`src/design/line_substring_match_counter_core_defines.svh`:
```
// ----------------------------------------------------------------------------
// line substring match counter assertion macros
// concurrent checks on clk with asynchronous reset arst_n
// ----------------------------------------------------------------------------
`ifndef LINE_SUBSTRING_MATCH_COUNTER_CORE_DEFINES_SVH
`define LINE_SUBSTRING_MATCH_COUNTER_CORE_DEFINES_SVH

`ifndef SYNTH
`define LSMC_CHECK(lbl, expr) \
	lbl: assert property (@(posedge clk) disable iff (!arst_n) (expr)) \
		else $error("lsmc check failed");
`define LSMC_CHECK_NEXT(lbl, ante, cons) \
	lbl: assert property (@(posedge clk) disable iff (!arst_n) (ante) |=> (cons)) \
		else $error("lsmc check failed");
`else
`define LSMC_CHECK(lbl, expr)
`define LSMC_CHECK_NEXT(lbl, ante, cons)
`endif

`endif

```
`src/design/lsmc_pkg.sv`:
```
// ----------------------------------------------------------------------------
// lsmc_pkg
// shared types, constants and helpers of the line substring match counter
// ----------------------------------------------------------------------------
package lsmc_pkg;

	localparam int unsigned LSMC_MAX_PATTERN = 16;
	localparam int unsigned LSMC_COUNT_W     = 32;
	localparam int unsigned LSMC_LEN_W       = 5;
	localparam int unsigned LSMC_CFG_W       = 64;

	localparam logic [7:0] NEWLINE_BYTE = 8'd10;
	localparam logic [LSMC_COUNT_W-1:0] COUNT_MAX = '1;

	typedef enum logic [1:0] {
		CFG_PATTERN_LOW    = 2'd0,
		CFG_PATTERN_HIGH   = 2'd1,
		CFG_PATTERN_LENGTH = 2'd2
	} cfg_reg_t;

	typedef struct packed {
		logic [7:0] byte_value;
		logic       end_of_text;
	} text_item_t;

	typedef struct packed {
		logic                    line_hit;
		logic [LSMC_COUNT_W-1:0] hit_total;
		logic [LSMC_COUNT_W-1:0] line_number;
	} line_result_t;

	// pattern byte idx out of the two 64-bit pattern words
	function automatic logic [7:0] pattern_byte(input logic [63:0] lo,
	                                            input logic [63:0] hi,
	                                            input logic [3:0]  idx);
		logic [63:0] word;
		word = idx[3] ? hi : lo;
		return word[{idx[2:0], 3'b000} +: 8];
	endfunction

endpackage

```
`src/design/lsmc_cell.sv`:
```
// ----------------------------------------------------------------------------
// lsmc_cell
// one window position: holds a text byte, passes it on, compares the byte
// it is about to take against its pattern byte
// ----------------------------------------------------------------------------
module lsmc_cell
	import lsmc_pkg::*;
(
	input  logic       clk,
	input  logic       arst_n,
	input  logic       shift,
	input  logic       clear,
	input  logic [7:0] din,
	input  logic       din_valid,
	input  logic [7:0] pat_byte,
	input  logic       care,
	output logic [7:0] dout,
	output logic       dout_valid,
	output logic       match_term
);

	logic [7:0] byte_q;
	logic       valid_q;

	always_ff @(posedge clk or negedge arst_n) begin
		if (!arst_n) begin
			valid_q <= 1'b0;
		end else if (clear) begin
			valid_q <= 1'b0;
		end else if (shift) begin
			valid_q <= din_valid;
		end
	end

	always_ff @(posedge clk) begin
		if (shift) begin
			byte_q <= din;
		end
	end

	// compare on the contents after this shift
	assign match_term = !care || (din_valid && (din == pat_byte));
	assign dout       = byte_q;
	assign dout_valid = valid_q;

endmodule

```
`config.mk`:
```
export PLATFORM = sky130hd
export DESIGN_NAME = lsmc_cell
export DESIGN_NICKNAME = d
export VERILOG_FILES = /design/src/design/line_substring_match_counter_core_defines.svh /design/src/design/lsmc_pkg.sv /design/src/design/lsmc_cell.sv
export SDC_FILE = /design/constraint.sdc
export NUM_CORES = 1
export LEC_CHECK = 0
export BUFFER_PORTS_ARGS = -buffer_cell sky130_fd_sc_hd__buf_2
export CAP_MARGIN = 40
export CORE_AREA = 2 2 39 41
export DETAILED_ROUTE_END_ITERATION = 16
export DIE_AREA = 0 0 41 43
export SLEW_MARGIN = 5
export SYNTH_ARGS = -nofsm -noshare
export SYNTH_HDL_FRONTEND = slang
export SYNTH_SLANG_ARGS = --single-unit
```
`constraint.sdc`:
```
create_clock -name clk -period 0.85 [get_ports clk]
set_input_delay 0.17 -clock clk [delete_from_list [all_inputs] [get_ports clk]]
set_output_delay 0.17 -clock clk [all_outputs]
set_load 0.005 [all_outputs]
```
==> metrics <==
status=finished with violations; failing checks=setup timing; RePlAce Congestion=0.6214; slew margin rel.=85.68%; pin count of the biggest net entering global routing=10; met3 Usage GRT=6.283%; grt peak-use layer=met2; fillers=135; Int Pwr=0.8273 mW; wire length per cell after detailed routing=10.78 um; Vias=331; met1 usage=9.459%; Pwr Total=1.063 mW; area leader, netlist=edfxtp_1; Sw Ratio=22.21%; hold depth=2; worst-path fanout max=1; final setup fails=10; H-tree depth=1; num rows=14; Final #Nets=86; max frequency=0.9466 GHz; multi-input logic area=126.4 um2; kind of critical path=input port to output port; hold path startpoint=clear; max cap viols=0; Arrival @ worst endpoint=890 ps; crit end category=output port; non-filler cells, final=79; sequential share of power=49.5%; Critical Path RT=680 ps; sequential share of the synthesized area=70.43%; Antenna Violating Nets Remaining=0; r2r startpoint=dout_valid; logic gate share of total power=18.9%; Crit path top cell by count=buf_2; P_leak=0.3098 nW; CTS Buffer Depth=2; Clk pin slew, worst setup/hold paths=70 ps; post-synthesis cell area=376.6 um2; initial antenna violation count=0; Clk pwr share=31.7%; met2 Track Usage GR=15.94%; power density over cell area=1571 nW/um2; Synth Area per Inst=16.37 um2; Chip Width=41 um; DR iter-0 viols=6; Seq. cell area=265.3 um2; Netlist cell types=9; final cell area excluding filler cells=676.9 um2; Fin. Hold Viols=0; vias in the first global route=320; CP max stage delay=220 ps; Initial Utilization=27.22%; crit path launch type=input port; R2R setup slack=70 ps; final core utilization=48.92%; antenna diode count=0; Ports=32; final wirelength=852 um; Sw Pwr=0.2362 mW; Net Count, Synth=45; Max rail drop VDD=0.9570 mV; Tightest Pin Transition=214.8 ps; die footprint=1763 um2; reg2reg path depth=3; CTS tree=done; area share of the largest cell type after synthesis=63.79%; vias per cell=4.190; DP Cell Count=73; Critical Path, Cell by Cell=buf_2 > xnor2_1 > nand3_1 > o31ai_2 > buf_2; layout cells sized above 1=65.08%; Synth Register Bits=9; Tmin final=1056 ps; dpl cell area=574.3 um2; slowest CP cell=o31ai_2; DRC Markers=0; Clock Sinks=9; total gr overflow=0; crit path launch=pat_byte[4]; Mapped Cells=23; Min-Delay Path Class=input port to register; First-pass DRT Iterations=3; clk_lat worst skew=260 ps; fin crit share=124.3%; core box area=1384 um2; Hold EP=dout_valid; top cells by area, synth=edfxtp_1 (64%), xnor2_1 (19%), dfrtp_1 (6.6%); gr usage total=9.888%; TritonCTS Buffers=3; CTS root buf=clkbuf_4; setup slack after layout=-206.4 ps; worst slack at placement=-220.4 ps; Worst R2R End=dout_valid; Yosys warnings=0; Max Slew Vio Count=0; RSZ-0062 raised after global routing=true; wire length of the first global-routing pass=1.104 mm; Port-buffer cells=31; Clock Skews=0 ps; area delta synth->final=79.73%; die height=43 um
synth_stat cells (all sizes together):
master / instances
nand4: 1
edfxtp: 8
o31ai: 1
nand2: 1
xnor2: 8
nor2: 1
nand3: 1
mux2i: 1
dfrtp: 1
placed cells by master, fill, tap and decap left out:
cell type	n
dlygate4sd3_1	1
nand2_1	1
nand4_1	1
dfrtp_1	1
buf_4	4
xnor2_1	6
buf_6	7
mux2i_1	1
nor2_1	1
o31ai_2	1
buf_2	24
xnor2_2	2
nand3_1	1
edfxtp_1	8
clkbuf_4	3
clkbuf_1	1
kinds of logic (layout without fill, tap and decap cells):
group	after synthesis	after routing	synth area share (%)
flops	9	9	70.43
xor+xnor	8	8	18.61
simple gates	4	4	4.981
compound gates	1	1	3.322
mux	1	1	2.658
buf+inv	0	40	0
repair_timing:
item	in CTS	in global routing
endpoints found under the setup margin	10	10
pin swaps	2	2
hold endpoints to repair	1	0
hold buffers	1	0
buffers inserted	1	0
gates resized for setup	4	5
metrics by stage:
step,hold WS [ps],setup TNS (ps)
floorplan,-125.6,0
global placement,-54.23,-229.4
detailed placement,-53.57,-220.4
CTS,46.11,-865.2
global route,31.73,-1228
finish,49.08,-782.4
critical path: cells and delay by family:
kind,cells,cell delay [ps]
AOI/OAI and AO/OA,1,220
xor gates and xnor gates,1,150
and+or+nand+nor,1,110
buffers and inverters,2,240
power by group through the flow:
stage | Combinational (mW) | Sequential [mW] | Clock [mW]
2_1_floorplan | 0.0463 | 0.543 | 0
3_3_place_gp | 0.164 | 0.535 | 0
3_5_place_dp | 0.165 | 0.537 | 0
4_1_cts | 0.184 | 0.527 | 0.342
5_1_grt | 0.217 | 0.531 | 0.372
6_report | 0.201 | 0.526 | 0.337
state kept, by name, summed over array words and instances (netlist names):
signal	cells
dout	8
dout_valid	1
final cells by class:
cell class / count / area share [%]
Multi-Input combinational cell: 14 / 18.67
Timing Repair Buffer: 36 / 35.30
Clock buffer: 4 / 3.882
Tap cell: 16 / 2.957
Sequential cell: 9 / 39.19
metal layers:
metal  vias up  wire, um
li1        166         -
met4         0         0
met5         -         0
met3         0        53
met2        12       505
met1       153       293
worst max path at each step:
stage / to / depth (start not counted) / slack [ps]
2_1_floorplan: match_term / 3 / 60
3_3_place_gp: match_term / 5 / -230
3_5_place_dp: match_term / 5 / -220
4_1_cts: match_term / 5 / -210
5_1_grt: match_term / 5 / -240
6_report: match_term / 5 / -210
(Power assumes the default switching activity.)
