**src/design/line_substring_match_counter_core_defines.svh**
```systemverilog
// ----------------------------------------------------------------------------
// line substring match counter assertion macros
// concurrent checks on clk with asynchronous reset arst_n
// ----------------------------------------------------------------------------
`ifndef LINE_SUBSTRING_MATCH_COUNTER_CORE_DEFINES_SVH
`define LINE_SUBSTRING_MATCH_COUNTER_CORE_DEFINES_SVH

`ifndef SYNTH
`define LSMC_CHECK(lbl, expr) \
	lbl: assert property (@(posedge clk) disable iff (!arst_n) (expr)) \
		else $error("lsmc check failed");
`define LSMC_CHECK_NEXT(lbl, ante, cons) \
	lbl: assert property (@(posedge clk) disable iff (!arst_n) (ante) |=> (cons)) \
		else $error("lsmc check failed");
`else
`define LSMC_CHECK(lbl, expr)
`define LSMC_CHECK_NEXT(lbl, ante, cons)
`endif

`endif

```
**src/design/lsmc_pkg.sv**
```systemverilog
// ----------------------------------------------------------------------------
// lsmc_pkg
// shared types, constants and helpers of the line substring match counter
// ----------------------------------------------------------------------------
package lsmc_pkg;

	localparam int unsigned LSMC_MAX_PATTERN = 16;
	localparam int unsigned LSMC_COUNT_W     = 32;
	localparam int unsigned LSMC_LEN_W       = 5;
	localparam int unsigned LSMC_CFG_W       = 64;

	localparam logic [7:0] NEWLINE_BYTE = 8'd10;
	localparam logic [LSMC_COUNT_W-1:0] COUNT_MAX = '1;

	typedef enum logic [1:0] {
		CFG_PATTERN_LOW    = 2'd0,
		CFG_PATTERN_HIGH   = 2'd1,
		CFG_PATTERN_LENGTH = 2'd2
	} cfg_reg_t;

	typedef struct packed {
		logic [7:0] byte_value;
		logic       end_of_text;
	} text_item_t;

	typedef struct packed {
		logic                    line_hit;
		logic [LSMC_COUNT_W-1:0] hit_total;
		logic [LSMC_COUNT_W-1:0] line_number;
	} line_result_t;

	// pattern byte idx out of the two 64-bit pattern words
	function automatic logic [7:0] pattern_byte(input logic [63:0] lo,
	                                            input logic [63:0] hi,
	                                            input logic [3:0]  idx);
		logic [63:0] word;
		word = idx[3] ? hi : lo;
		return word[{idx[2:0], 3'b000} +: 8];
	endfunction

endpackage

```
**src/design/lsmc_stream_if.sv**
```systemverilog
// ----------------------------------------------------------------------------
// lsmc_stream_if
// valid/ready channel carrying one payload item per transfer
// ----------------------------------------------------------------------------
interface lsmc_stream_if #(
	parameter type item_t = logic
);
	logic  valid;
	logic  ready;
	item_t data;

	modport source (output valid, output data, input ready);
	modport sink (input valid, input data, output ready);
endinterface

```
**src/design/lsmc_result_buf.sv**
```systemverilog
// ----------------------------------------------------------------------------
// lsmc_result_buf
// two-entry output buffer: output register plus skid entry
// ----------------------------------------------------------------------------
module lsmc_result_buf
	import lsmc_pkg::*;
(
	input  logic          clk,
	input  logic          arst_n,
	input  logic          push,
	input  line_result_t  push_data,
	output logic          has_room,
	lsmc_stream_if.source line_out
);

	line_result_t head_q;
	line_result_t skid_q;
	logic         head_valid_q;
	logic         skid_valid_q;
	logic         pop;

	assign pop      = head_valid_q && line_out.ready;
	assign has_room = !skid_valid_q;

	always_ff @(posedge clk or negedge arst_n) begin
		if (!arst_n) begin
			head_valid_q <= 1'b0;
			skid_valid_q <= 1'b0;
		end else begin
			if (push) begin
				head_valid_q <= 1'b1;
				if (head_valid_q && !pop) begin
					skid_valid_q <= 1'b1;
				end
			end else if (pop) begin
				if (skid_valid_q) begin
					skid_valid_q <= 1'b0;
				end else begin
					head_valid_q <= 1'b0;
				end
			end
		end
	end

	always_ff @(posedge clk) begin
		if (push) begin
			if (!head_valid_q || (pop && !skid_valid_q)) begin
				head_q <= push_data;
			end else if (pop) begin
				head_q <= skid_q;
				skid_q <= push_data;
			end else begin
				skid_q <= push_data;
			end
		end else if (pop && skid_valid_q) begin
			head_q <= skid_q;
		end
	end

	assign line_out.valid = head_valid_q;
	assign line_out.data  = head_q;

endmodule

```
**src/flat_wrapper.sv**
```systemverilog
// flat-port wrapper written by rule: the top's interface ports become plain ports
module lsmc_result_buf_flat import lsmc_pkg::*;
  (clk, arst_n, push, push_data, has_room, line_out_valid, line_out_data, line_out_ready);
  lsmc_stream_if line_out_i ();
  input  logic clk;
  input  logic arst_n;
  input  logic push;
  input  line_result_t push_data;
  output logic has_room;
  output wire logic [$bits(line_out_i.valid)-1:0] line_out_valid;
  output wire logic [$bits(line_out_i.data)-1:0] line_out_data;
  input wire logic [$bits(line_out_i.ready)-1:0] line_out_ready;
  assign line_out_valid = line_out_i.valid;
  assign line_out_data = line_out_i.data;
  assign line_out_i.ready = line_out_ready;
  lsmc_result_buf u_core (.clk(clk), .arst_n(arst_n), .push(push), .push_data(push_data), .has_room(has_room), .line_out(line_out_i));
endmodule
```
**config.mk**
```make
export PLATFORM = sky130hd
export DESIGN_NAME = lsmc_result_buf_flat
export DESIGN_NICKNAME = d
export VERILOG_FILES = /design/src/design/line_substring_match_counter_core_defines.svh /design/src/design/lsmc_pkg.sv /design/src/design/lsmc_stream_if.sv /design/src/design/lsmc_result_buf.sv /design/src/flat_wrapper.sv
export SDC_FILE = /design/constraint.sdc
export NUM_CORES = 1
export LEC_CHECK = 0
export BUFFER_PORTS_ARGS = -buffer_cell sky130_fd_sc_hd__buf_2
export CAP_MARGIN = 20
export CORE_UTILIZATION = 14
export DETAILED_ROUTE_END_ITERATION = 8
export GPL_TIMING_DRIVEN = 0
export HOLD_SLACK_MARGIN = 0.06
export PLACE_DENSITY = 0.71
export SYNTH_ARGS = -nofsm -noshare
export SYNTH_HDL_FRONTEND = slang
export SYNTH_SLANG_ARGS = --single-unit
```
**constraint.sdc**
```tcl
create_clock -name clk -period 1.3 [get_ports clk]
set_input_delay 0.065 -clock clk [delete_from_list [all_inputs] [get_ports clk]]
set_output_delay 0.065 -clock clk [all_outputs]
set_load 0.03 [all_outputs]
```
==> results.md, run 1 <==
- # setup viols final: 0
- Gate Count Post-Synth: 17
- Post-layout net count: 100
- Kind of critical path: reg2reg
- Bufs on Longest Clock Path: 2
- # IOs: 72
- PD cells: 1390 nW/µm²
- CP startpoint kind: flip-flop
- Final worst-path cycle share: 97.6%
- Num rows: 13
- Async S/R FF share, synth: 50.0%
- Critical Path End Type: flip-flop
- Sum of negative setup slack: 0 ps
- GP Congestion: 0.763
- Min cycle time layout: 1270 ps
- Starting Density: ~15%
- Crit. Startpoint: u_core.skid_valid_q$_DFFE_PN0P_
- Clock Latency Late Sink: 240 ps
- FF-to-FF setup slack: slightly above 30 ps
- All-Layer GR Usage: between 6 and 7%
- Main area contributors after synthesis: edfxtp_1 (30%), dfrtp_1 (25%), mux2_4 (7.5%)
- Yosys top cell area share: between 20% and 30%
- Crit path capture: u_core.line_out.data$_DFFE_PP_
- Worst-Margin Slew: roughly 190 ps
- Lkg Pwr: 0.000136 µW
- Die area: 1590 µm²
- CTS Buf Count: 3
- Vias per inst: roughly 3.8
- Share of cells above drive strength 1: between 50% and 60%
- Wire per inst: 7.80 µm
- Worst hold path type: in2reg
- Final Core Density: a little under a quarter
- Core footprint: 1320 µm²
- Clock root buffer: clkbuf_4
- RSZ-0062 raised after global routing: no
- EDFF count, synth: 2
- Number of routed nets with antenna violations: 0
- Yosys reg bits: 4
- Detailed router's first-iteration violation count: 3
- Max-Cap Viols: 0
- Share of the yosys chip area belonging to registers: between 50% and 60%
- Count of warnings emitted by yosys: 0
- Synth cell count leaders: nor2_1 (3), a21oi_1 (2), dfrtp_1 (2), edfxtp_1 (2)
- DIE WIDTH: between 30 and 40 µm
- Data required, critical path: 1290 ps
- F_max: just under 0.8 GHz
- Critical Path Fanout Max: 5
- Top-count cell post-synth: nor2_1
- WP data arrival: around 1300 ps
- CTS Sinks: 4
- Max Clock Skew: approximately 10 ps
- Reg-to-Reg Start: u_core.skid_valid_q$_DFFE_PN0P_
- Largest net degree at the start of global routing: 8
- Largest area contributor in the synthesized netlist: edfxtp_1
- H-Tree Depth: 1
- Worst vdd ir: 462 µV
- Vias: 173
- First-pass GRT wire length: between 500 and 600 µm
- Residual DRC: 0
- Die Ht: ~40 µm
- CTS tree: yes
- Gr ovfl total: 0
- Fill count: between 100 and 150
- Number of post-CTS setup repair buffers: 0
- P&R area growth vs syn: 49.7%
- Synthesized area: just over 200 µm²
- Mean post-synth cell area: approximately 12 µm²
- Antenna violations before repair: 0
- Synthesized Nets: 86
- Final Max Slew Viols: 0
- Final Hold Violating Endpoints: 0
- Clk slew on worst S/H paths: about 40 ps
- Worst r2r dst: u_core.line_out.data$_DFFE_PP_
- Reg2reg path depth: 3
- Vias in the first global route: 154
- Rel. slew slack: 87.3%
- Synth unique cells: 12
- IO buf count: 7
- Most used flip-flop cell after synthesis: edfxtp_1
- Final WL: approximately 350 µm
- Antenna Cells: 0
- Drt pass-1 iters: 2
- Outcome: completed
## kinds of logic (layout without fill, tap and decap cells)
group | Yosys count | after routing | share of synthesized area, %
buffers and inverters | 1 | 14 | 1.86
multiplexers | 1 | 1 | 7.45
AND/OR/NAND/NOR | 7 | 7 | 21.1
AO/OA/AOI/OAI | 4 | 4 | 14.9
flip-flops | 4 | 4 | 54.7
## stage by stage
stage | setup slack, ps | power [µW] | instances | instance area, µm² | hold slack [ps]
floorplan | 47.1 | 225 | 17 | 201 | -231
CTS | 29.7 | 432 | 45 | 302 | 70.5
global route | 3.59 | 459 | 45 | 302 | 77.5
detailed placement | 20.6 | 252 | 39 | 255 | -149
finish | 31.1 | 419 | 45 | 302 | 82.8
global placement | 41.3 | 249 | 39 | 255 | -147
## cell type report
type	count	area (µm²)	share of cell area, %
Clock buffer	4	26.3	8.71
Tap cell	15	18.8	6.22
Timing Repair Buffer	9	55.1	18.3
Multi-Input combinational cell	12	87.6	29.0
Sequential cell	4	110	36.5
Inverter	1	3.75	1.24
## worst max-delay path, cell delays in order (launching register included)
cell and delay, ps:
dfrtp_1 400, nand2b_4 160, a21boi_2 160, mux2_4 300
## metal layers
| layer | vias up | share of wire [%] | GRT usage [%] |
|---|---|---|---|
| met5 | - | 0 | 0 |
| met4 | 0 | 0 | 2.59 |
| met3 | 0 | 3.7 | 6.67 |
| li1 | 86 | - | - |
| met1 | 84 | 40 | 3.73 |
| met2 | 3 | 56 | 10.9 |
## registers in the layout, indices dropped and copies added (netlist names)
name                   count
u_core.line_out.data       1
u_core.line_out.valid      1
u_core.skid_q              1
u_core.skid_valid_q        1
## layout by cell type, fill, tap and decap left out, types with 2 or more instances in the layout
cell type      instances
a21oi_1                2
buf_2                  7
clkbuf_4               3
dfrtp_1                2
dlygate4sd3_1          2
edfxtp_1               2
nor2_1                 3
## where the power goes
part | switching, µW | total, µW | leakage, µW | internal (µW)
clock | 50.7 | 166 | 0.0000150 | 115
combinational | 49.7 | 92.1 | 0.0000798 | 42.4
sequential | 11.9 | 162 | 0.0000415 | 150
## how the worst min path moves through the flow
| stage | slack [ps] | endpoint | startpoint | cells after the start |
|---|---|---|---|---|
| 2_1_floorplan | -230 | u_core.line_out.valid$_DFFE_PN0P_ | arst_n | 0 |
| 3_3_place_gp | -150 | u_core.skid_valid_q$_DFFE_PN0P_ | arst_n | 1 |
| 3_5_place_dp | -150 | u_core.skid_valid_q$_DFFE_PN0P_ | arst_n | 1 |
| 4_1_cts | 70 | u_core.line_out.valid$_DFFE_PN0P_ | push | 2 |
| 5_1_grt | 80 | u_core.line_out.valid$_DFFE_PN0P_ | push | 2 |
| 6_report | 80 | u_core.line_out.valid$_DFFE_PN0P_ | push | 2 |
## repair_timing
| item | CTS | global route |
|---|---|---|
| hold buffers | 2 | 0 |
| hold endpoints to repair | 3 | 0 |
| resized for setup | 0 | 0 |
Power figures use the tool's default switching activity.
==> inputs of run 2 (changes only) <==
Settings changed: BUFFER_PORTS_ARGS -buffer_cell sky130_fd_sc_hd__buf_2 to -buffer_cell sky130_fd_sc_hd__buf_4, TNS_END_PERCENT set to 20.
==> run 2 against run 1 <==
  * Sequential cell count unchanged
  * Critical path depth stayed put
  * Routed wire length rose by 6.6%
  * Die area unchanged
  * Sequential share of layout area is 3.1 points lower
  * First-iteration DRC count increased to 2.7 times the previous value
==> results.md, run 2 (synthesis results as in run 1) <==
- CTS Sinks: 4 (unchanged)
- Antenna violations before repair: 0 (unchanged)
- Worst-Margin Slew: 208 ps (was 190 ps)
- Tot Pwr: 441 µW (was 419 µW)
- Critical Path Fanout Max: 5 (unchanged)
- Sw frac: 27.6% (was 26.8%)
- IO buf count: 7 (unchanged)
- Largest net degree at the start of global routing: 8 (unchanged)
- Lkg Pwr: 0.000147 µW (was 0.000136 µW)
- Bufs on Longest Clock Path: 2 (unchanged)
- Post-CTS Resized: 0 (unchanged)
- Net Switching: 122 µW (was 112 µW)
- Vias per inst: 3.74 (was 3.84)
- Number of routed nets with antenna violations: 0 (unchanged)
- Final worst-path cycle share: 98.2% (was 97.6%)
- Crit path capture: u_core.line_out.data$_DFFE_PP_ (unchanged)
- FF-to-FF setup slack: 20 ps (was 30 ps)
- Gate power share: 23.5% (was 21.9%)
- First-pass GRT wire length: 531 µm (was 552 µm)
- Vias: 172 (was 173)
- Gr ovfl total: 0 (unchanged)
- RSZ-0062 raised after global routing: no (unchanged)
- Num rows: 13 (unchanged)
- DIE WIDTH: 39.9 µm (unchanged)
- Clock root buffer: clkbuf_4 (unchanged)
- Reg2reg path depth: 3 (unchanged)
- Final WL: 374 µm (was 351 µm)
- Outcome: completed (unchanged)
- Dpl cells: 39 (unchanged)
- Clock share of power: 39.7% (was 39.5%)
- All-Layer GR Usage: 6.60% (was 6.14%)
- Core footprint: 1320 µm² (unchanged)
- Worst vdd ir: 545 µV (was 462 µV)
- Max Clock Skew: 11.4 ps (was 10.5 ps)
- P&R area growth vs syn: 63.4% (was 49.7%)
- Clk slew on worst S/H paths: 40 ps (about the same)
- H-Tree Depth: 1 (unchanged)
- Max-Cap Viols: 0 (unchanged)
- Worst r2r dst: u_core.line_out.data$_DFFE_PP_ (unchanged)
- # IOs: 72 (unchanged)
- Data required, critical path: 1300 ps (was 1290 ps)
- Final Core Density: 25.0% (was 22.9%)
- CTS Buf Count: 3 (unchanged)
- Internal: 319 µW (was 307 µW)
- Hold buffers post-CTS: 3 (was 2)
- Vias in the first global route: 146 (was 154)
- Number of post-CTS setup repair buffers: 0 (unchanged)
- Most frequent cells in the layout: buf_4 (7), nor2_1 (3), clkbuf_4 (3), dlygate4sd3_1 (3) (was buf_2 (7), nor2_1 (3), clkbuf_4 (3))
- Worst hold path type: in2async (was in2reg)
- PD cells: 1340 nW/µm² (was 1390 nW/µm²)
- Residual DRC: 0 (unchanged)
- Kind of critical path: reg2reg (unchanged)
- F_max: 0.783 GHz (was 0.788 GHz)
- Final Hold Violating Endpoints: 0 (unchanged)
- Final Max Slew Viols: 0 (unchanged)
- Reg-to-Reg Start: u_core.skid_valid_q$_DFFE_PN0P_ (unchanged)
- WP data arrival: 1270 ps (was 1260 ps)
- Drt pass-1 iters: 5 (was 2)
- Die area: 1590 µm² (unchanged)
- CP startpoint kind: flip-flop (unchanged)
- Critical Path End Type: flip-flop (unchanged)
- Post-layout net count: 101 (was 100)
- Antenna Cells: 0 (unchanged)
- Share of cells above drive strength 1: 48.4% (was 50.0%)
- HPWL after detailed placement: 262 µm
- CTS tree: yes (unchanged)
- Reg power frac: 36.7% (was 38.5%)
- Detailed router's first-iteration violation count: 8 (was 3)
- Die Ht: 39.9 µm (unchanged)
- GP Congestion: 0.753 (was 0.763)
- Sum of negative setup slack: 0 ps (unchanged)
- Starting Density: 15.3% (unchanged)
- Fin cells: 46 (was 45)
- Min cycle time layout: 1280 ps (was 1270 ps)
- Wire per inst: 8.13 µm (was 7.80 µm)
- Rel. slew slack: 86.1% (was 87.3%)
- # setup viols final: 0 (unchanged)
- Clock Latency Late Sink: 250 ps (was 240 ps)
- Crit. Startpoint: u_core.skid_valid_q$_DFFE_PN0P_ (unchanged)
- Most common cell after layout, fill and taps aside: buf_4 (was buf_2)
[run 2: cell types whose count changed in the layout (fill, tap and decap cells not counted), sizes merged]
cell / delta
dlygate4sd3: +1
[run 2: power groups by stage]
| stage | registers, µW | logic (µW) | clock network [µW] |
|---|---|---|---|
| after floorplan | 176 | 49.3 | 0 |
| after global placement | 163 | 96.5 | 0 |
| after detailed placement | 164 | 98.1 | 0 |
| after CTS | 162 | 105 | 182 |
| after global routing | 163 | 112 | 197 |
| final | 162 | 104 | 175 |
[run 2: per-stage QoR]
stage               setup slack (ps)  cell area, µm²  hold WS (ps)
finish                          23.4             329           145
floorplan                       47.1             201          -231
detailed placement              14.1             273          -151
CTS                             28.3             329           142
global placement                41.0             273          -151
global route                    10.3             329           134
[run 2: worst min path at each step]
stage | endpoint | from | slack, ps | depth (start not counted)
final | u_core.skid_valid_q$_DFFE_PN0P_ | arst_n | 140 | 2
after global routing | u_core.skid_valid_q$_DFFE_PN0P_ | arst_n | 130 | 2
after global placement | u_core.skid_valid_q$_DFFE_PN0P_ | arst_n | -150 | 1
after floorplan | u_core.line_out.valid$_DFFE_PN0P_ | arst_n | -230 | 0
after detailed placement | u_core.skid_valid_q$_DFFE_PN0P_ | arst_n | -150 | 1
after CTS | u_core.skid_valid_q$_DFFE_PN0P_ | arst_n | 140 | 2
[run 2: routing by layer]
metal  vias up  track usage, %  share of wire (%)
li1         86               -                  -
met2         8            8.47                 48
met4         0            5.17               0.53
met5         -               0                  0
met1        76            4.07                 36
met3         2            10.0                 14
[run 2: area by class of cell]
cell class | count | area [µm²]
well taps | 15 | 18.8
inverters | 1 | 3.75
clock buffers | 4 | 26.3
repair buffers | 10 | 82.6
multi-input cells | 12 | 87.6
fillers | 141 | 988
flip-flops and latches | 4 | 110
[run 2: critical path, stage by stage (launching register included)]
cell and delay [ps]:
dfrtp_1 400, nand2b_4 170, a21boi_2 160, mux2_4 310
